===== config.mk =====
export PLATFORM = sky130hd
export DESIGN_NAME = ggce_col_eval
export DESIGN_NICKNAME = d
export VERILOG_FILES = /design/src/rtl/ggce_pkg.sv /design/src/rtl/ggce_col_eval.sv
export SDC_FILE = /design/constraint.sdc
export NUM_CORES = 1
export LEC_CHECK = 0
export ABC_AREA = 1
export BUFFER_PORTS_ARGS = -buffer_cell sky130_fd_sc_hd__buf_2
export CORE_UTILIZATION = 45
export DETAILED_ROUTE_END_ITERATION = 10
export PLACE_DENSITY = 0.67
export SYNTH_ARGS = -nofsm -noshare
export SYNTH_HDL_FRONTEND = slang
export SYNTH_SLANG_ARGS = --single-unit

===== constraint.sdc =====
create_clock -name vclk -period 24
set_clock_uncertainty 0.05 [all_clocks]
set_input_delay 7.2 -clock vclk [all_inputs]
set_output_delay 7.2 -clock vclk [all_outputs]
set_load 0.05 [all_outputs]

===== src/rtl/ggce_pkg.sv =====
// Shared types, constants and gate function for the gate grid circuit evaluator.
package ggce_pkg;

  // Default grid limits
  localparam int unsigned MAX_ROW_COUNT = 16;
  localparam int unsigned MAX_COL_COUNT = 16;

  // Field and register widths
  localparam int unsigned CFG_W      = 5;
  localparam int unsigned GATE_CFG_W = 4;
  localparam int unsigned CFG_IDX_W  = 3;
  localparam int unsigned GENE_IDX_W = 10;
  localparam int unsigned GENE_VAL_W = 8;
  localparam int unsigned TT_W       = 16;
  localparam int unsigned OUT_W      = 16;
  localparam int unsigned REM_W      = 5;
  localparam int unsigned GATE_W     = 3;
  localparam int unsigned QUO_W      = GENE_IDX_W - 1;

  // Largest gate modulus
  localparam logic [GATE_CFG_W-1:0] MAX_GATES = GATE_CFG_W'(8);

  // Register reset values
  localparam logic [CFG_W-1:0]      ROW_COUNT_RST    = CFG_W'(16);
  localparam logic [CFG_W-1:0]      COL_COUNT_RST    = CFG_W'(16);
  localparam logic [CFG_W-1:0]      INPUT_COUNT_RST  = CFG_W'(4);
  localparam logic [GATE_CFG_W-1:0] GATE_COUNT_RST   = GATE_CFG_W'(5);
  localparam logic [CFG_W-1:0]      OUTPUT_COUNT_RST = CFG_W'(3);

  // Divide by three as multiply by reciprocal: (x * 683) >> 11, exact for 10-bit x
  localparam int unsigned RECIP_3     = 683;
  localparam int unsigned RECIP_SHIFT = 11;

  typedef enum logic [CFG_IDX_W-1:0] {
    CFG_ROW_COUNT    = 3'd0,
    CFG_COL_COUNT    = 3'd1,
    CFG_INPUT_COUNT  = 3'd2,
    CFG_GATE_COUNT   = 3'd3,
    CFG_OUTPUT_COUNT = 3'd4
  } cfg_idx_e;

  typedef enum logic [GATE_W-1:0] {
    GATE_AND   = 3'd0,
    GATE_OR    = 3'd1,
    GATE_NOT   = 3'd2,
    GATE_WIRE  = 3'd3,
    GATE_XOR   = 3'd4,
    GATE_NOT1  = 3'd5,
    GATE_WIRE1 = 3'd6,
    GATE_XOR1  = 3'd7
  } gate_e;

  // Which gene of a cell a load writes
  typedef enum logic [1:0] {
    FLD_FIRST  = 2'd0,
    FLD_SECOND = 2'd1,
    FLD_GATE   = 2'd2
  } field_e;

  typedef enum logic [2:0] {
    ST_IDLE      = 3'd0,
    ST_LOAD_CHK  = 3'd1,
    ST_LOAD_MOD  = 3'd2,
    ST_EVAL_INIT = 3'd3,
    ST_EVAL_COL  = 3'd4,
    ST_RESULT    = 3'd5
  } state_e;

  // Remainder unit request and response
  typedef struct packed {
    logic                  start;
    logic [GENE_VAL_W-1:0] dividend;
    logic [REM_W-1:0]      divisor;
  } mod_req_t;

  typedef struct packed {
    logic             done;
    logic [REM_W-1:0] rem;
  } mod_rsp_t;

  // One logic cell
  function automatic logic gate_eval(input gate_e g, input logic a, input logic b);
    logic y;
    case (g)
      GATE_AND:   y = a & b;
      GATE_OR:    y = a | b;
      GATE_NOT:   y = ~a;
      GATE_NOT1:  y = ~a;
      GATE_WIRE:  y = a;
      GATE_WIRE1: y = a;
      GATE_XOR:   y = a ^ b;
      GATE_XOR1:  y = a ^ b;
      default:    y = a ^ b;
    endcase
    return y;
  endfunction

endpackage


===== src/rtl/ggce_col_eval.sv =====
// One column of gate lanes: routes stored cells to lanes and evaluates them.
module ggce_col_eval #(
  parameter int unsigned MAX_ROW_COUNT = ggce_pkg::MAX_ROW_COUNT
) (
  input  logic [MAX_ROW_COUNT-1:0]             sig_i,
  input  logic [ggce_pkg::CFG_W-1:0]           rows_i,
  input  logic [$clog2(MAX_ROW_COUNT)-1:0]     rot_i,
  input  logic [(1<<$clog2(MAX_ROW_COUNT))-1:0][$clog2(MAX_ROW_COUNT)-1:0] first_i,
  input  logic [(1<<$clog2(MAX_ROW_COUNT))-1:0][$clog2(MAX_ROW_COUNT)-1:0] second_i,
  input  logic [(1<<$clog2(MAX_ROW_COUNT))-1:0][ggce_pkg::GATE_W-1:0]      gate_i,
  output logic [MAX_ROW_COUNT-1:0]             nxt_o
);

  localparam int unsigned BANK_W = $clog2(MAX_ROW_COUNT);
  localparam int unsigned SEL_W  = BANK_W;
  localparam int unsigned NB     = 1 << BANK_W;
  localparam int unsigned CMP_W  = (SEL_W > ggce_pkg::CFG_W) ? SEL_W : ggce_pkg::CFG_W;

  logic [NB-1:0] sig_pad;
  assign sig_pad = NB'(sig_i);

  for (genvar k = 0; k < MAX_ROW_COUNT; k++) begin : g_lane
    logic [BANK_W-1:0] bank;
    logic [SEL_W-1:0]  fsel;
    logic [SEL_W-1:0]  ssel;
    logic              a;
    logic              b;

    assign bank = BANK_W'(rot_i + BANK_W'(k));
    assign fsel = first_i[bank];
    assign ssel = second_i[bank];
    // Selectors past the rows in use read a zero signal
    assign a = (CMP_W'(fsel) < CMP_W'(rows_i)) ? sig_pad[fsel] : 1'b0;
    assign b = (CMP_W'(ssel) < CMP_W'(rows_i)) ? sig_pad[ssel] : 1'b0;
    assign nxt_o[k] = ggce_pkg::gate_eval(ggce_pkg::gate_e'(gate_i[bank]), a, b);
  end

endmodule


==> results.cfg <==
[critical_path]
critical_path.max_fanout = 89
critical_path.endpoint_type = output pin
worst-setup-path-type = in -> out
worst_ep_arrival_time_ns = 12.75
start_kind = primary input
worstPathRequired_ns = 16.75

[route]
drc = 0
first_iter_violations = 3638
drt_pre_antenna_iters = 7
vias = 25500
drt-total-wl_microns = 86600
vias_per_cell = 6.08
drt-wirelength-per-cell_microns = 20.6
drtAntennaViolNets = 0

[finish]
num-clock-buffers = 0
nets = 4010
seq_cells = 0
area_delta_synth_final_pct = 4.41
drive_gt1_share_pct = 10.4
n_fill_cell = 4559
seq_area_sq_um = 0

[place]
io_buffers = 217
gp_congestion = 1.08
hpwlAfterDp_microns = 64600

[synth]
avgSynthCellArea_sq_um = 5.03
syn-num-nets = 3983
yosys_warnings = 0
yosys.area.top_type = nand2_1
synth_seq_area_share_pct = 0
syn_area_sq_um = 18400
ys_top_cells_by_area = nand2_1 (27%), nand3_1 (20%), ha_1 (9.3%), o21ai_0 (7.7%), inv_1 (5.7%)
syn_inst = 3646
yosysTopAreaCellShare_pct = 26.6
synth.distinct_cells = 46

[outcome]
status = finished clean

[timing]
worst_pin_slew_ns = 1.29
finalSetupViolations = 0
slew_viol_final = 0
max_freq_ghz = 0.0500
hold_violations = 0
period_minus_slack_ns = 20.00
relSlewSlack_pct = 12.9
finalCritPeriodShare_pct = 83.3
fin_setup_tns_ns = 0
rsz0062_at_grt = no

[global_route]
grt_use_total_pct = 39.8
grt_overflow = 0
grt_max_degree = 105
antenna_found_initial = 2
grt_pass1_wl_microns = 127000
first_global_vias = 21300

[floorplanning]
io-pin-count = 217
start_util_pct = 45.9
fp.dieH_microns = 204
die_area_sq_um = 41600
die_w_microns = 204
core-area_sq_um = 40000
rows = 73

[clock_tree]
cts_hold_buf = 0
cts_resized = 0
post-cts-setup-buffers = 0

[worst_hold_path]
min_path_type = in -> out

[flow_run]
drv_cap = 0
-- metrics by stage --
| stage | instance area, sq um | hold WS (ns) | util, % | setup slack, ns | instances |
|---|---|---|---|---|---|
| 6_report | 19200 | 15.35 | 47.9 | 4.00 | 4201 |
| 5_1_grt | 19100 | 15.44 | 47.9 | 3.61 | 4196 |
| 4_1_cts | 19100 | 15.35 | 47.9 | 4.18 | 4196 |
| 3_5_place_dp | 19100 | 15.33 | 47.9 | 4.19 | 4196 |
| 3_3_place_gp | 19100 | 15.33 | 47.9 | 4.27 | 4196 |
| 2_1_floorplan | 18400 | 14.96 | - | 5.56 | 3646 |
-- cell usage after synthesis, types with 2 or more instances --
library cell	instances
o211ai_1	96
nor3_1	9
xor2_4	5
and2_1	3
o21ai_2	9
a21boi_1	4
nor2_1	98
inv_2	21
ha_1	136
a21oi_1	94
nor2_2	2
a21boi_0	2
or2_2	13
buf_6	13
o21ai_1	122
or2_0	3
a21o_1	16
xor2_2	3
buf_2	78
inv_1	279
mux2i_1	38
nand2_2	31
nand2_4	8
buf_1	27
clkbuf_1	65
nand3_2	41
nand3_4	2
o21a_1	7
nand3_1	727
or2_1	4
nand3b_1	17
clkinv_1	4
nand2_1	1301
nand4_1	41
buf_4	30
o21ai_0	283
o22ai_1	2
and3_1	4
-- per-layer routing --
metal | vias to the layer above | GRT usage [%] | wire length (microns)
li1 | 12300 | - | -
met1 | 11200 | 52.3 | 32700
met2 | 1702 | 60.8 | 36000
met3 | 359 | 8.20 | 12500
met4 | 0 | 20.8 | 5360
met5 | - | 0 | 0
-- kinds of logic after synthesis --
logic type	synth area share [%]
and+or+nand+nor	55.8
AOI/OAI and AO/OA	19.4
buffers and inverters	12.4
adders and majority gates	9.27
muxes	2.07
xor gates and xnor gates	1.10
-- cells in the final DEF, fill, tap and decap left out, types with 3 or more instances in the layout --
cell,count
nand2_1,1301
nand3_1,727
o21ai_0,283
inv_1,277
buf_2,216
ha_1,135
o21ai_1,122
nor2_1,98
o211ai_1,96
a21oi_1,94
nand3_2,41
nand4_1,41
mux2i_1,38
nand2_2,31
inv_2,22
buf_4,22
nand3b_1,17
a21o_1,16
or2_2,13
o21ai_2,9
nor3_1,9
nand2_4,8
o21a_1,7
diode_2,5
xor2_4,5
clkinv_1,4
and3_1,4
or2_1,4
a21boi_1,4
or2_0,3
xor2_2,3
and2_1,3
-- critical path, stage by stage --
cell     delay, ns
buf_2         0.08
buf_4         0.69
inv_2         0.27
ha_2          0.40
buf_4         0.60
inv_2         0.27
buf_4         0.43
nand2_1       0.15
o21ai_0       0.11
or2_2         0.31
o21ai_0       0.11
nand2_1       0.07
and2_1        0.15
inv_1         0.07
ha_1          0.22
nand2_1       0.08
o21ai_0       0.10
a21oi_1       0.21
nand3_2       0.14
ha_1          0.22
nor2_1        0.11
nand2_1       0.06
nor2_1        0.10
a21oi_1       0.05
nand4_1       0.17
buf_2         0.31
-- path summary, 6_finish.rpt --
path,startpoint,to,depth (start not counted)
setup / recovery,rot_i[1],nxt_o[9],26
hold / removal,gate_i[12],nxt_o[8],9
-- cell type report --
type	instances	area (sq um)	share of cell area (%)
well taps	525	657	3.43
repair buffers	239	1260	6.56
inverters	305	1150	6.00
diodes	5	12.5	0.0653
multi-input cells	3127	16100	83.9
