[src/rtl/ggce_pkg.sv]
// Shared types, constants and gate function for the gate grid circuit evaluator.
package ggce_pkg;

  // Default grid limits
  localparam int unsigned MAX_ROW_COUNT = 16;
  localparam int unsigned MAX_COL_COUNT = 16;

  // Field and register widths
  localparam int unsigned CFG_W      = 5;
  localparam int unsigned GATE_CFG_W = 4;
  localparam int unsigned CFG_IDX_W  = 3;
  localparam int unsigned GENE_IDX_W = 10;
  localparam int unsigned GENE_VAL_W = 8;
  localparam int unsigned TT_W       = 16;
  localparam int unsigned OUT_W      = 16;
  localparam int unsigned REM_W      = 5;
  localparam int unsigned GATE_W     = 3;
  localparam int unsigned QUO_W      = GENE_IDX_W - 1;

  // Largest gate modulus
  localparam logic [GATE_CFG_W-1:0] MAX_GATES = GATE_CFG_W'(8);

  // Register reset values
  localparam logic [CFG_W-1:0]      ROW_COUNT_RST    = CFG_W'(16);
  localparam logic [CFG_W-1:0]      COL_COUNT_RST    = CFG_W'(16);
  localparam logic [CFG_W-1:0]      INPUT_COUNT_RST  = CFG_W'(4);
  localparam logic [GATE_CFG_W-1:0] GATE_COUNT_RST   = GATE_CFG_W'(5);
  localparam logic [CFG_W-1:0]      OUTPUT_COUNT_RST = CFG_W'(3);

  // Divide by three as multiply by reciprocal: (x * 683) >> 11, exact for 10-bit x
  localparam int unsigned RECIP_3     = 683;
  localparam int unsigned RECIP_SHIFT = 11;

  typedef enum logic [CFG_IDX_W-1:0] {
    CFG_ROW_COUNT    = 3'd0,
    CFG_COL_COUNT    = 3'd1,
    CFG_INPUT_COUNT  = 3'd2,
    CFG_GATE_COUNT   = 3'd3,
    CFG_OUTPUT_COUNT = 3'd4
  } cfg_idx_e;

  typedef enum logic [GATE_W-1:0] {
    GATE_AND   = 3'd0,
    GATE_OR    = 3'd1,
    GATE_NOT   = 3'd2,
    GATE_WIRE  = 3'd3,
    GATE_XOR   = 3'd4,
    GATE_NOT1  = 3'd5,
    GATE_WIRE1 = 3'd6,
    GATE_XOR1  = 3'd7
  } gate_e;

  // Which gene of a cell a load writes
  typedef enum logic [1:0] {
    FLD_FIRST  = 2'd0,
    FLD_SECOND = 2'd1,
    FLD_GATE   = 2'd2
  } field_e;

  typedef enum logic [2:0] {
    ST_IDLE      = 3'd0,
    ST_LOAD_CHK  = 3'd1,
    ST_LOAD_MOD  = 3'd2,
    ST_EVAL_INIT = 3'd3,
    ST_EVAL_COL  = 3'd4,
    ST_RESULT    = 3'd5
  } state_e;

  // Remainder unit request and response
  typedef struct packed {
    logic                  start;
    logic [GENE_VAL_W-1:0] dividend;
    logic [REM_W-1:0]      divisor;
  } mod_req_t;

  typedef struct packed {
    logic             done;
    logic [REM_W-1:0] rem;
  } mod_rsp_t;

  // One logic cell
  function automatic logic gate_eval(input gate_e g, input logic a, input logic b);
    logic y;
    case (g)
      GATE_AND:   y = a & b;
      GATE_OR:    y = a | b;
      GATE_NOT:   y = ~a;
      GATE_NOT1:  y = ~a;
      GATE_WIRE:  y = a;
      GATE_WIRE1: y = a;
      GATE_XOR:   y = a ^ b;
      GATE_XOR1:  y = a ^ b;
      default:    y = a ^ b;
    endcase
    return y;
  endfunction

endpackage

[src/rtl/ggce_cell_store.sv]
// Banked cell memory: one write per cycle, one full column read per cycle.
module ggce_cell_store #(
  parameter int unsigned MAX_ROW_COUNT = ggce_pkg::MAX_ROW_COUNT,
  parameter int unsigned MAX_COL_COUNT = ggce_pkg::MAX_COL_COUNT
) (
  input  logic                                  clk_i,
  input  logic                                  wr_en_i,
  input  ggce_pkg::field_e                      wr_field_i,
  input  logic [$clog2(MAX_ROW_COUNT*MAX_COL_COUNT)-1:0] wr_cell_i,
  input  logic [ggce_pkg::REM_W-1:0]            wr_data_i,
  input  logic [$clog2(MAX_ROW_COUNT*MAX_COL_COUNT+1)-1:0] rd_start_i,
  output logic [(1<<$clog2(MAX_ROW_COUNT))-1:0][$clog2(MAX_ROW_COUNT)-1:0] rd_first_o,
  output logic [(1<<$clog2(MAX_ROW_COUNT))-1:0][$clog2(MAX_ROW_COUNT)-1:0] rd_second_o,
  output logic [(1<<$clog2(MAX_ROW_COUNT))-1:0][ggce_pkg::GATE_W-1:0]      rd_gate_o,
  output logic [$clog2(MAX_ROW_COUNT)-1:0]      rd_rot_o
);

  localparam int unsigned DEPTH   = MAX_ROW_COUNT * MAX_COL_COUNT;
  localparam int unsigned BANK_W  = $clog2(MAX_ROW_COUNT);
  localparam int unsigned SEL_W   = BANK_W;
  localparam int unsigned NB      = 1 << BANK_W;
  localparam int unsigned BD      = (DEPTH + NB - 1) / NB;
  localparam int unsigned BA_W    = (BD > 1) ? $clog2(BD) : 1;
  localparam int unsigned ENTRIES = 1 << BA_W;
  localparam int unsigned GW      = ggce_pkg::GATE_W;

  // Cell n lives in bank n mod NB at address n / NB
  logic [BANK_W-1:0] wr_bank;
  logic [BA_W-1:0]   wr_addr;
  logic [BANK_W-1:0] rd_off;
  logic [BA_W-1:0]   rd_base;

  assign wr_bank = wr_cell_i[BANK_W-1:0];
  assign wr_addr = BA_W'(wr_cell_i >> BANK_W);
  assign rd_off  = rd_start_i[BANK_W-1:0];
  assign rd_base = BA_W'(rd_start_i >> BANK_W);

  // Rotation that brings row 0 of the column to lane 0
  always_ff @(posedge clk_i) begin
    rd_rot_o <= rd_off;
  end

  for (genvar b = 0; b < NB; b++) begin : g_bank
    localparam logic [BANK_W-1:0] BANK_ID = BANK_W'(b);

    logic [SEL_W-1:0] first_mem  [ENTRIES];
    logic [SEL_W-1:0] second_mem [ENTRIES];
    logic [GW-1:0]    gate_mem   [ENTRIES];
    logic             wr_hit;
    logic [BA_W-1:0]  rd_addr;

    assign wr_hit  = wr_en_i && (wr_bank == BANK_ID);
    // Banks below the start offset hold the wrapped part of the column
    assign rd_addr = (BANK_ID < rd_off) ? BA_W'(rd_base + 1'b1) : rd_base;

    always_ff @(posedge clk_i) begin
      if (wr_hit && (wr_field_i == ggce_pkg::FLD_FIRST)) begin
        first_mem[wr_addr] <= SEL_W'(wr_data_i);
      end
      if (wr_hit && (wr_field_i == ggce_pkg::FLD_SECOND)) begin
        second_mem[wr_addr] <= SEL_W'(wr_data_i);
      end
      if (wr_hit && (wr_field_i == ggce_pkg::FLD_GATE)) begin
        gate_mem[wr_addr] <= wr_data_i[GW-1:0];
      end
      rd_first_o[b]  <= first_mem[rd_addr];
      rd_second_o[b] <= second_mem[rd_addr];
      rd_gate_o[b]   <= gate_mem[rd_addr];
    end
  end

endmodule

[config.mk]
export PLATFORM = sky130hd
export DESIGN_NAME = ggce_cell_store
export DESIGN_NICKNAME = d
export VERILOG_FILES = /design/src/rtl/ggce_pkg.sv /design/src/rtl/ggce_cell_store.sv
export SDC_FILE = /design/constraint.sdc
export NUM_CORES = 2
export LEC_CHECK = 0
export BUFFER_PORTS_ARGS = -buffer_cell sky130_fd_sc_hd__buf_2
export CORE_UTILIZATION = 65
export DETAILED_ROUTE_END_ITERATION = 10
export PLACE_DENSITY_LB_ADDON = 0.12
export SYNTH_ARGS = -nofsm -noshare
export SYNTH_HDL_FRONTEND = slang
export SYNTH_SLANG_ARGS = --single-unit
[constraint.sdc]
create_clock -name clk_i -period 4.3 [get_ports clk_i]
set_input_delay 0.215 -clock clk_i [delete_from_list [all_inputs] [get_ports clk_i]]
set_output_delay 0.215 -clock clk_i [all_outputs]
set_load 0.005 [all_outputs]
==> metrics.md <==
| Metric | Value |
|---|---|
| Peak Freq | `approximately 320 MHz` |
| Initial Util | `65.4%` |
| Final Critical Period | `3140 ps` |
| Worst setup margin | `around 1200 ps` |
| CTS sink cnt | `2996` |
| Worst Path Max Fanout | `44` |
| Max IR drop VDD | `between 0.4 and 0.5 mV` |
| H-tree depth | `5` |
| Slew margin rel. | `24.9%` |
| Cts bufs inserted | `slightly above 300` |
| Yosys cell types | `64` |
| Avg Cell Area, Syn | `roughly 19 um^2` |
| DR iter-0 viols | `7203` |
| Tightest Pin Transition | `~1100 ps` |
| Yosys reg bits | `2996` |
| Outcome | `finished clean` |
| Initial antenna violation count | `12` |
| WP buf/inv | `4` |
| Final count of negative-setup-slack endpoints | `0` |
| Worst Clk Skew | `roughly 41 ps` |
| Ys Warns | `0` |
| Gr usage total | `between 30% and 40%` |
| Deepest clock path buffer count | `4` |
| Port bufs | `203` |
| Antenna Nets Post-Route | `0` |
| Drt drc | `0` |
| Placed Instances | `around 8300` |
| Clock latency on the worst-skew pair | `between 900 and 1000 ps` |
| Layout cells sized above 1 | `between 20% and 30%` |
| Count of pins over their slew limit | `0` |
| Seq/Total Area, Yosys | `76.5%` |
| Async SR Flop Fraction | `0%` |
| Crit Path Class | `in -> reg` |
| Arrival time at the worst endpoint | `approximately 4000 ps` |
| Most frequent cells in the layout | `edfxtp_1, nor2_1, mux4_2, clkbuf_16, nand2_1` |
| TritonCTS clock tree | `done` |
| Hold Slack | `about 37 ps` |
| Layout area overhead | `12.6%` |
| Clock-pin transition on the worst setup and hold timing paths | `around 60 ps` |
| Worst path required time | `between 5000 and 6000 ps` |
| Worst hold path type | `in -> reg` |
| Setup_tns | `0 ps` |
| Pre-CTS setup slack | `roughly 840 ps` |
| Final Hold Viols | `0` |
| DP Wirelength | `between 150 and 200 mm` |
| Die Ht | `423 um` |
| Pin count of the biggest net entering global routing | `~170` |
| Number of global-route vias before repair | `59800` |
| Finished Layout Cells | `8804` |
| GPL Wtd Cong | `between 0.8 and 0.9` |
| Post-synth EDFFs | `2816` |
| Maxcap violations | `0` |
| Gr ovfl total | `0` |
| Synth Flop Type | `edfxtp_1` |
| Critical-path cell list | `dlygate4sd3_1, buf_2, buf_4, and2_1, o21ai_2, mux2i_4, buf_4, mux4_2, mux4_2` |
| Critical Path Start Type | `primary input` |
| First-pass GRT wire length | `between 300 and 400 mm` |
| Die width | `about 420 um` |
| Worst path top cell family by delay | `buffers and inverters` |
| FILL cells | `about 10000` |
| Top Ports | `206` |
| Dpl cell area | `~0.12 mm^2` |
| Core area | `~0.18 mm^2` |
| Vias | `58800` |
| Pwr dens | `approximately 480 mW/mm^2` |
| DR pass1 iterations | `6` |
| Commonest non-fill, non-tap cell in the layout | `edfxtp_1` |
| Crit path largest cell delay | `600 ps` |
| Clk root buf | `clkbuf_16` |
| Highest-delay cell along the critical path | `dlygate4sd3_1` |
| Leak Pwr | `~41 nW` |
| Vias per cell | `around 6.7` |
| Unrepaired setup endpoints after global routing | `no` |
| FP Rows | `about 150` |
| Die ar. | `0.179 mm^2` |
| Syn Std Cell Area | `0.115 mm^2` |
| Wire per inst | `slightly above 30 um` |
| Cells after synthesis | `between 5000 and 6000` |
| Final instance area | `0.130 mm^2` |
| DRT Wirelength | `approximately 270 mm` |
| Post-CTS Resized | `0` |
| Layout net count | `about 6300` |
| CP Capture Type | `register` |
| Period utilization | `73.1%` |
| Post-CTS Setup Bufs | `0` |
| Syn nets | `slightly below 6000` |
## worst min-delay path, delay by kind of cell
kind / cells / cell delay [ps]
and+or+nand+nor: 2 / 370
buffers and inverters: 1 / 170
## flip-flops by register name, summed over array words and instances (netlist names)
name,flops
g_bank.first_mem,1024
g_bank.second_mem,1024
g_bank.gate_mem,768
rd_rot_o,4
rd_gate_o,48
rd_first_o,64
rd_second_o,64
## area by class of cell
class	instances	area [um^2]	share of cell area, %
well taps	2340	2930	2.26
multi-input cells	2518	25900	20.0
repair buffers	411	3180	2.45
diodes	5	12.5	0.00965
flip-flops and latches	2996	88200	68.0
clock buffers	416	8490	6.55
clock inverters	114	948	0.731
inverters	4	15.0	0.0116
## per-stage QoR
| step | power, mW | utilization (%) |
|---|---|---|
| 3_3_place_gp | 37.4 | 68.2 |
| 4_1_cts | 62.4 | 73.6 |
| 2_1_floorplan | 35.5 | - |
| 6_report | 62.2 | 73.6 |
| 5_1_grt | 63.7 | 73.6 |
| 3_5_place_dp | 37.5 | 68.2 |
## per-layer routing
layer / wire length (um) / track usage [%] / part of all wire (%) / up-vias
met4: 10500 / 10.8 / 3.9 / 0
li1: - / - / - / 24500
met1: 101000 / 42.5 / 38 / 30600
met3: 22100 / 4.62 / 8.2 / 600
met5: 0 / 0 / 0 / -
met2: 135000 / 49.9 / 50 / 3092
## cell usage after synthesis (all sizes together) (2+ instances only)
master / instances / area, um^2
edfxtp: 2816 / 84600
nor2: 838 / 3150
mux4: 680 / 15300
clkbuf: 258 / 968
nand2: 228 / 856
dfxtp: 180 / 3600
buf: 133 / 683
mux2i: 132 / 1330
a221oi: 91 / 797
o22ai: 69 / 432
a21oi: 51 / 267
nand3: 46 / 230
xnor2: 45 / 432
a22oi: 39 / 293
and3: 31 / 194
nor3: 26 / 141
a211oi: 24 / 180
a31oi: 24 / 150
mux2: 24 / 270
a311oi: 22 / 193
nor2b: 15 / 93.8
nand3b: 13 / 97.6
o41ai: 12 / 105
o22a: 11 / 96.3
and2: 10 / 62.6
a32o: 9 / 90.1
a2111oi: 7 / 61.3
nand4: 7 / 43.8
o21ai: 7 / 38.8
o31ai: 7 / 66.3
xor2: 7 / 61.3
a32oi: 6 / 52.6
nand2b: 6 / 37.5
or4: 4 / 30.0
a21boi: 3 / 22.5
inv: 3 / 11.3
o211ai: 3 / 22.5
o221ai: 3 / 26.3
o311ai: 3 / 26.3
or2: 3 / 18.8
a21o: 2 / 15.0
o21a: 2 / 15.0
## worst paths after layout
kind,start,end,slack (ps),cells past startpoint
min reg2reg,g_bank[8].second_mem[11][0],rd_second_o[32],620,4
min,wr_cell_i[7],g_bank[0].gate_mem[12][2],40,3
max reg2reg,g_bank[7].second_mem[10][1],rd_second_o[29],2640,4
max,rd_start_i[2],rd_second_o[50],1160,9
## power by group
part | internal, mW | switching, mW
registers | 32.2 | 0.199
logic | 1.92 | 2.61
clock network | 14.7 | 10.6
## repair_timing
| item | CTS | global route |
|---|---|---|
| endpoints found under the setup margin | 0 | 0 |
| endpoints found under the hold margin | 469 | 0 |
| hold buffers | 10 | 0 |
## cell families (layout without fill, tap and decap cells)
family	count (synthesis)	after routing	synth area share, %
adders and majority gates	1	1	0.0109
DFF	2996	2996	76.5
and+or+nand+nor	1230	1230	4.33
other	0	5	0
AOI/OAI and AO/OA	399	399	2.59
xor gates and xnor gates	52	52	0.428
buffers and inverters	395	945	1.45
muxes	836	836	14.7
No activity file was read; power rests on OpenSTA's default activity.
