File: config.mk
export PLATFORM = sky130hd
export DESIGN_NAME = ggce_mod_unit
export DESIGN_NICKNAME = d
export VERILOG_FILES = /design/src/rtl/ggce_pkg.sv /design/src/rtl/ggce_mod_unit.sv
export SDC_FILE = /design/constraint.sdc
export NUM_CORES = 1
export LEC_CHECK = 0
export ABC_AREA = 1
export BUFFER_PORTS_ARGS = -buffer_cell sky130_fd_sc_hd__clkbuf_2
export CAP_MARGIN = 10
export CORE_ASPECT_RATIO = 0.75
export CORE_MARGIN = 8
export CORE_UTILIZATION = 50
export DETAILED_ROUTE_END_ITERATION = 10
export PLACE_DENSITY = 0.77
export SLEW_MARGIN = 20
export SYNTH_ARGS = -nofsm -noshare
export SYNTH_HDL_FRONTEND = slang
export SYNTH_SLANG_ARGS = --single-unit
File: constraint.sdc
create_clock -name clk_i -period 1.9 [get_ports clk_i]
set_input_delay 0.095 -clock clk_i [delete_from_list [all_inputs] [get_ports clk_i]]
set_output_delay 0.095 -clock clk_i [all_outputs]
set_load 0.1 [all_outputs]
File: src/rtl/ggce_pkg.sv
// Shared types, constants and gate function for the gate grid circuit evaluator.
package ggce_pkg;

  // Default grid limits
  localparam int unsigned MAX_ROW_COUNT = 16;
  localparam int unsigned MAX_COL_COUNT = 16;

  // Field and register widths
  localparam int unsigned CFG_W      = 5;
  localparam int unsigned GATE_CFG_W = 4;
  localparam int unsigned CFG_IDX_W  = 3;
  localparam int unsigned GENE_IDX_W = 10;
  localparam int unsigned GENE_VAL_W = 8;
  localparam int unsigned TT_W       = 16;
  localparam int unsigned OUT_W      = 16;
  localparam int unsigned REM_W      = 5;
  localparam int unsigned GATE_W     = 3;
  localparam int unsigned QUO_W      = GENE_IDX_W - 1;

  // Largest gate modulus
  localparam logic [GATE_CFG_W-1:0] MAX_GATES = GATE_CFG_W'(8);

  // Register reset values
  localparam logic [CFG_W-1:0]      ROW_COUNT_RST    = CFG_W'(16);
  localparam logic [CFG_W-1:0]      COL_COUNT_RST    = CFG_W'(16);
  localparam logic [CFG_W-1:0]      INPUT_COUNT_RST  = CFG_W'(4);
  localparam logic [GATE_CFG_W-1:0] GATE_COUNT_RST   = GATE_CFG_W'(5);
  localparam logic [CFG_W-1:0]      OUTPUT_COUNT_RST = CFG_W'(3);

  // Divide by three as multiply by reciprocal: (x * 683) >> 11, exact for 10-bit x
  localparam int unsigned RECIP_3     = 683;
  localparam int unsigned RECIP_SHIFT = 11;

  typedef enum logic [CFG_IDX_W-1:0] {
    CFG_ROW_COUNT    = 3'd0,
    CFG_COL_COUNT    = 3'd1,
    CFG_INPUT_COUNT  = 3'd2,
    CFG_GATE_COUNT   = 3'd3,
    CFG_OUTPUT_COUNT = 3'd4
  } cfg_idx_e;

  typedef enum logic [GATE_W-1:0] {
    GATE_AND   = 3'd0,
    GATE_OR    = 3'd1,
    GATE_NOT   = 3'd2,
    GATE_WIRE  = 3'd3,
    GATE_XOR   = 3'd4,
    GATE_NOT1  = 3'd5,
    GATE_WIRE1 = 3'd6,
    GATE_XOR1  = 3'd7
  } gate_e;

  // Which gene of a cell a load writes
  typedef enum logic [1:0] {
    FLD_FIRST  = 2'd0,
    FLD_SECOND = 2'd1,
    FLD_GATE   = 2'd2
  } field_e;

  typedef enum logic [2:0] {
    ST_IDLE      = 3'd0,
    ST_LOAD_CHK  = 3'd1,
    ST_LOAD_MOD  = 3'd2,
    ST_EVAL_INIT = 3'd3,
    ST_EVAL_COL  = 3'd4,
    ST_RESULT    = 3'd5
  } state_e;

  // Remainder unit request and response
  typedef struct packed {
    logic                  start;
    logic [GENE_VAL_W-1:0] dividend;
    logic [REM_W-1:0]      divisor;
  } mod_req_t;

  typedef struct packed {
    logic             done;
    logic [REM_W-1:0] rem;
  } mod_rsp_t;

  // One logic cell
  function automatic logic gate_eval(input gate_e g, input logic a, input logic b);
    logic y;
    case (g)
      GATE_AND:   y = a & b;
      GATE_OR:    y = a | b;
      GATE_NOT:   y = ~a;
      GATE_NOT1:  y = ~a;
      GATE_WIRE:  y = a;
      GATE_WIRE1: y = a;
      GATE_XOR:   y = a ^ b;
      GATE_XOR1:  y = a ^ b;
      default:    y = a ^ b;
    endcase
    return y;
  endfunction

endpackage

File: src/rtl/ggce_mod_unit.sv
// Bit-serial remainder unit: gene value mod a small divisor, one bit per cycle.
module ggce_mod_unit (
  input  logic                clk_i,
  input  logic                rst_ni,
  input  ggce_pkg::mod_req_t  req_i,
  output ggce_pkg::mod_rsp_t  rsp_o
);

  localparam int unsigned DW = ggce_pkg::GENE_VAL_W;
  localparam int unsigned RW = ggce_pkg::REM_W;
  localparam logic [3:0]  STEPS = 4'(DW);

  logic          busy_q;
  logic [3:0]    cnt_q;
  logic [DW-1:0] dvd_q;
  logic [RW-1:0] div_q;
  logic [RW-1:0] rem_q;

  logic [RW:0]   trial;
  logic [RW:0]   diff;
  logic [RW-1:0] rem_step;

  // Restoring step: shift in next dividend bit, subtract divisor if it fits
  always_comb begin
    trial    = {rem_q, dvd_q[DW-1]};
    diff     = trial - {1'b0, div_q};
    rem_step = (trial >= {1'b0, div_q}) ? diff[RW-1:0] : trial[RW-1:0];
  end

  // Control
  always_ff @(posedge clk_i or negedge rst_ni) begin
    if (!rst_ni) begin
      busy_q <= 1'b0;
      cnt_q  <= '0;
    end else if (req_i.start) begin
      busy_q <= 1'b1;
      cnt_q  <= STEPS;
    end else if (busy_q) begin
      if (cnt_q == '0) begin
        busy_q <= 1'b0;
      end else begin
        cnt_q <= cnt_q - 4'd1;
      end
    end
  end

  // Datapath
  always_ff @(posedge clk_i) begin
    if (req_i.start) begin
      dvd_q <= req_i.dividend;
      div_q <= req_i.divisor;
      rem_q <= '0;
    end else if (busy_q && (cnt_q != '0)) begin
      dvd_q <= {dvd_q[DW-2:0], 1'b0};
      rem_q <= rem_step;
    end
  end

  assign rsp_o.done = busy_q && (cnt_q == '0);
  assign rsp_o.rem  = rem_q;

endmodule

==> results of run 1 <==
## cell usage after synthesis, drive strengths merged
| cell type | count |
|---|---|
| o31ai | 1 |
| clkbuf | 1 |
| o22ai | 1 |
| xnor2 | 2 |
| nor2 | 7 |
| a21oi | 1 |
| edfxtp | 13 |
| inv | 22 |
| o21ai | 5 |
| fa | 1 |
| dfxtp | 5 |
| dfrtp | 5 |
| ha | 7 |
| nand2 | 49 |
| a21boi | 1 |
| nand3b | 2 |
| nand3 | 14 |
| nor3 | 1 |
## cell type report
class / instances / area (um^2)
fill: 218 / 845
multi-input combinational: 92 / 538
tap: 34 / 42.5
clock buffer: 4 / 26.3
timing repair buffer: 28 / 173
sequential: 23 / 621
inverter: 22 / 82.6
## what timing repair did
action	in CTS	in global routing
setup endpoints to repair	0	1
hold endpoints to repair	10	0
resized for setup	0	1
hold buffers	6	0
## power groups by stage
stage | Clock, W | Sequential, W | Combinational [W]
floorplan | 0 | 0.00102 | 0.000656
global placement | 0 | 0.000786 | 0.00105
detailed placement | 0 | 0.000791 | 0.00109
CTS | 0.000237 | 0.000780 | 0.00110
global route | 0.000249 | 0.000798 | 0.00121
finish | 0.000231 | 0.000778 | 0.00110
## worst max-delay path, cell delays in order (launching register included)
cell      delay, ns
dfrtp_1        0.38
inv_1          0.12
ha_1           0.18
nand2_2        0.08
nor2_2         0.08
clkbuf_2       0.45
## placed cells by master, fill, tap and decap left out, types with 4 or more instances in the layout
master         instances
dfrtp_1                5
nand3_1               11
ha_1                   7
dlygate4sd3_1          6
edfxtp_1              13
inv_1                 20
nand2_1               46
clkbuf_2              21
dfxtp_2                4
## state kept, by name, summed over array words and instances (netlist names)
register  flops
busy_q        1
rem_q         5
cnt_q         4
dvd_q         8
div_q         5
## logic make-up (layout without fill, tap and decap cells)
group,Yosys count,in the layout,synth area share
adders and majority gates,8,8,0.0871
xor gates and xnor gates,2,2,0.0142
DFF,23,23,0.498
and+or+nand+nor,73,73,0.286
AOI/OAI and AO/OA,9,9,0.0446
buffers and inverters,23,54,0.0699
## worst paths after layout
check,startpoint,end,slack (ns)
setup reg to reg,dvd_q[7],rem_q[1],0.22
min in group asynchronous,rst_ni,cnt_q[3],0.11
setup / recovery,cnt_q[0],rsp_o[5],0.20
hold reg to reg,rem_q[3],rem_q[3],0.49
max in group asynchronous,rst_ni,busy_q,1.65
hold / removal,req_i[5],dvd_q[0],0.04
## per-stage QoR
stage | setup WS, ns | utilization
2_1_floorplan | 0.236 | -
3_3_place_gp | 0.239 | 0.599
3_5_place_dp | 0.181 | 0.599
4_1_cts | 0.155 | 0.636
5_1_grt | 0.0640 | 0.637
6_report | 0.199 | 0.637
## per-layer routing
metal | vias up | share of wire | routed length, um | track usage
li1 | 505 | - | - | -
met2 | 28 | 0.47 | 1150 | 0.206
met1 | 431 | 0.46 | 1110 | 0.140
met4 | 0 | 0.015 | 37 | 0.0312
met3 | 6 | 0.055 | 135 | 0.0422
met5 | - | 0 | 0 | 0
==> impl_metrics.csv, run 1 <==
group,metric,value,unit
status,outcome,"completed",
routing,totalWireLength,2440,um
logic_synthesis,synthCells,138,
final_layout,stdcell_area,0.00148,mm^2
sta,skew,0.00589,ns
logic_synthesis,synth_top_cell_by_area,"edfxtp_1",
place,dp_hpwl,1850,um
setup_path,required,1.80,ns
logic_synthesis,seq_area_frac_synth,0.498,
job,drv_cap,0,
final_layout,area_delta_synth_final,20.1,%
setup_path,crit_fanout,5,
clocking,cts_setup_buffers,0,
sta,fmax,588,MHz
place,io_buffers,21,
power,p_int,0.00110,W
clocking,clkTransAtPathRegs,0.12,ns
sta,setup_viol,0,
setup_path,arrival,1.61,ns
floorplanning,rows,15,
setup_path,reg2reg_depth,11,
routing,wire_per_inst,12.0,um
floorplanning,die_y,59.0,um
logic_synthesis,syn-num-nets,162,
clocking,cts_buffers,3,
power,power.switching,0.00101,W
setup_path,end_kind,"output pin",
final_layout,n_antenna_cell,0,
power,power_frac_seq,0.369,
floorplanning,coreArea,0.00233,mm^2
logic_synthesis,ys_types,26,
floorplanning,initial_core_util,0.531,
final_layout,drive_above_1_share,0.254,
logic_synthesis,ys_seq_elements,23,
sta,tightest_slew,0.544,ns
power,p_per_area,1420,mW/mm^2
sta,hold_ws,0.0355,ns
clocking,numClockSinks,23,
power,p_leak,0.754,nW
floorplanning,die_area,0.00433,mm^2
global_routing,grt-ovfl-total,0,
sta,finalMaxSlewViolations,0,
power,p_clk_frac,0.109,
routing,drtPass1Iterations,4,
floorplanning,io_pins,22,
clocking,clockBufferDepth,2,
logic_synthesis,synth_warnings,0,
place,post-place-cells,193,
global_routing,grt_pass1_vias,943,
power,p_comb_frac,0.522,
final_layout,fin_nets,194,
global_routing,grt_max_degree,17,
routing,drtAntennaViolNets,0,
clocking,worstSkewPairLatency,0.31,ns
floorplanning,die_width,73.4,um
routing,vias_per_cell,4.78,
sta,slew_headroom,0.639,
clocking,ctsHtreeMaxLevel,1,
power,ir_worst_vdd,841,uV
clocking,cts_tree,"built",
clocking,clockRootBuffer,"clkbuf_4",
logic_synthesis,yosysTopAreaCellShare,0.316,
min_path,min_path_type,"input pin to flip-flop",
logic_synthesis,syn_avg_cell_area,8.95,um^2
global_routing,grt_first_pass_wirelength,4070,um
place,place_congestion,0.854,
sta,fin_crit,1.70,ns
power,switching_share,0.477,
routing,drc,0,
global_routing,antenna_found_initial,0,
sta,fin_tns_setup,0,ns
routing,vias,970,
min_path,whs_path_depth,3,
setup_path,worstSetupPathType,"flip-flop to output pin",
setup_path,startpoint_type,"flip-flop",
logic_synthesis,synth_area_leaders,"edfxtp_1 (32%), nand2_1 (14%), dfrtp_1 (10%)",
place,post_dp_cell_area,0.00139,mm^2
routing,drt_iter0_drc,51,
global_routing,track_usage,0.120,
sta,fin_crit_sh,0.895,
sta,rsz0062_at_grt,"no",
sta,hold_violations,0,
final_layout,stdcell_count,203,
power,p_total,0.00211,W
logic_synthesis,netlist_area,0.00123,mm^2
Power figures use the tool's default switching activity.
==> run 2: changes to the inputs <==
Clock period 1.9 ns to 1.91 ns, I/O delays scaled along.
==> run 2 against run 1 <==
Hold slack is essentially flat; sequential power shrank 0.6%; register-to-register slack lost 0.06 ns; global-route usage is the same; via count grew 0.21%; first-iteration DRC count grew 12%; clock power is essentially flat; cell count is the same; setup slack lost 0.037 ns.
==> impl_metrics.csv, run 2 (synthesis results as in run 1) <==
group,metric,value,unit
power,power_frac_seq,0.369,
power,p_clk_frac,0.110,
routing,wire_per_inst,12.0,um
min_path,hold_start,"req_i[5]",
sta,fin_tns_setup,0,ns
sta,finalMaxSlewViolations,0,
setup_path,arrival,2.00,ns
final_layout,n_antenna_cell,0,
clocking,cts_resized,0,
global_routing,track_usage,0.120,
final_layout,largest_reg_flops,8,
setup_path,crit_fanout,6,
power,p_int,0.00109,W
routing,drtAntennaViolNets,0,
floorplanning,io_pins,22,
setup_path,r2r-end,"rem_q[1]",
setup_path,startpoint_type,"flip-flop",
global_routing,grt_pass1_vias,943,
final_layout,multi_input_area,536,um^2
setup_path,r2r_slack,0.16,ns
setup_path,reg2reg_from,"dvd_q[7]",
final_layout,area_delta_synth_final,19.9,%
final_layout,fin_util,0.636,
sta,hold_violations,0,
clocking,cts_buffers,3,
power,p_leak,0.755,nW
floorplanning,die_width,73.4,um
routing,drtPass1Iterations,4,
job,drv_cap,0,
floorplanning,initial_core_util,0.531,
clocking,worstSkewPairLatency,0.31,ns
power,power.switching,0.00100,W
final_layout,fin_nets,194,
clocking,clockRootBuffer,"clkbuf_4",
routing,vias,972,
final_layout,regMostFlops,"dvd_q",
floorplanning,die_area,0.00433,mm^2
final_layout,drive_above_1_share,0.249,
sta,rsz0062_at_grt,"no",
sta,fmax,572,MHz
sta,fin_crit,1.75,ns
global_routing,grt_max_degree,17,
routing,totalWireLength,2440,um
final_layout,n_fill_cell,219,
clocking,cts_tree,"built",
status,outcome,"completed",
power,p_comb_frac,0.521,
sta,slew_headroom,0.639,
setup_path,end_kind,"flip-flop",
min_path,min_path_type,"input pin to flip-flop",
power,p_per_area,1420,mW/mm^2
sta,skew,0.00534,ns
place,place_congestion,0.854,
sta,tightest_slew,0.544,ns
place,io_buffers,21,
clocking,clockBufferDepth,2,
final_layout,top_regs,"dvd_q: 8 flops, div_q: 5 flops, rem_q: 5 flops",
final_layout,final_common_cell,"nand2_1",
sta,fin_crit_sh,0.915,
power,ir_worst_vdd,838,uV
setup_path,required,2.16,ns
power,switching_share,0.478,
clocking,clkTransAtPathRegs,0.13,ns
min_path,whs_path_depth,3,
final_layout,mostFrequentLayoutCells,"nand2_1 (46), clkbuf_2 (21), inv_1 (20)",
routing,vias_per_cell,4.79,
floorplanning,rows,15,
floorplanning,die_y,59.0,um
global_routing,antenna_found_initial,0,
global_routing,grt_first_pass_wirelength,4070,um
global_routing,grt-ovfl-total,0,
place,dp_hpwl,1850,um
setup_path,worstSetupPathType,"flip-flop to flip-flop",
routing,drt_iter0_drc,57,
clocking,ctsHtreeMaxLevel,1,
final_layout,register_area,621,um^2
routing,drc,0,
clocking,numClockSinks,23,
min_path,min_to,"dvd_q[0]",
setup_path,reg2reg_depth,11,
sta,setup_viol,0,
floorplanning,coreArea,0.00233,mm^2
==> run 2: cell type report <==
| class | count | area share |
|---|---|---|
| multi-input combinational | 92 | 0.362 |
| clock buffer | 4 | 0.0178 |
| inverter | 22 | 0.0558 |
| timing repair buffer | 28 | 0.117 |
| sequential | 23 | 0.419 |
| tap | 34 | 0.0287 |
==> run 2: worst max path at each step <==
stage | startpoint | to | slack (ns) | depth (start not counted)
after global placement | dvd_q[7] | rem_q[2] | 0.25 | 11
after CTS | dvd_q[7] | rem_q[1] | 0.16 | 11
after detailed placement | dvd_q[7] | rem_q[1] | 0.19 | 11
after floorplan | rem_q[2] | rem_q[0] | 0.25 | 7
after global routing | dvd_q[7] | rem_q[2] | 0.01 | 11
final | dvd_q[7] | rem_q[1] | 0.16 | 11
==> run 2: per-layer routing <==
layer / track usage / routed length [um] / vias up / share of wire
li1: - / - / 505 / -
met1: 0.140 / 1120 / 433 / 0.46
met2: 0.206 / 1150 / 28 / 0.47
met3: 0.0422 / 135 / 6 / 0.055
met4: 0.0312 / 37 / 0 / 0.015
met5: 0 / 0 / - / 0
==> run 2: critical path, cell delays in order (launching register included) <==
cell,delay [ns]
edfxtp_1,0.38
inv_1,0.08
ha_1,0.14
inv_1,0.06
fa_1,0.42
inv_1,0.07
nand2_1,0.08
nand3_4,0.10
nand3_2,0.13
nand2_1,0.09
nand3_1,0.07
o21ai_1,0.07
==> run 2: per-stage QoR <==
step                setup WS [ns]  cells  hold slack (ns)  instance area, um^2  power, W
floorplan                   0.246    138           -0.200                 1240   0.00166
global placement            0.249    193          -0.0831                 1390   0.00183
detailed placement          0.191    193          -0.0802                 1390   0.00187
CTS                         0.165    203           0.0267                 1480   0.00211
global route              0.00961    203           0.0296                 1480   0.00224
finish                      0.162    203           0.0355                 1480   0.00210
==> run 2: timing repair <==
action | in CTS | in global routing
setup buffers | 0 | 0
endpoints found under the hold margin | 10 | 0
hold buffers | 6 | 0
==> run 2: power groups by stage <==
stage	Clock (W)	Combinational, W	Sequential (W)
2_1_floorplan	0	0.000652	0.00101
6_report	0.000230	0.00109	0.000773
3_3_place_gp	0	0.00105	0.000782
4_1_cts	0.000236	0.00110	0.000776
5_1_grt	0.000248	0.00120	0.000793
3_5_place_dp	0	0.00108	0.000787
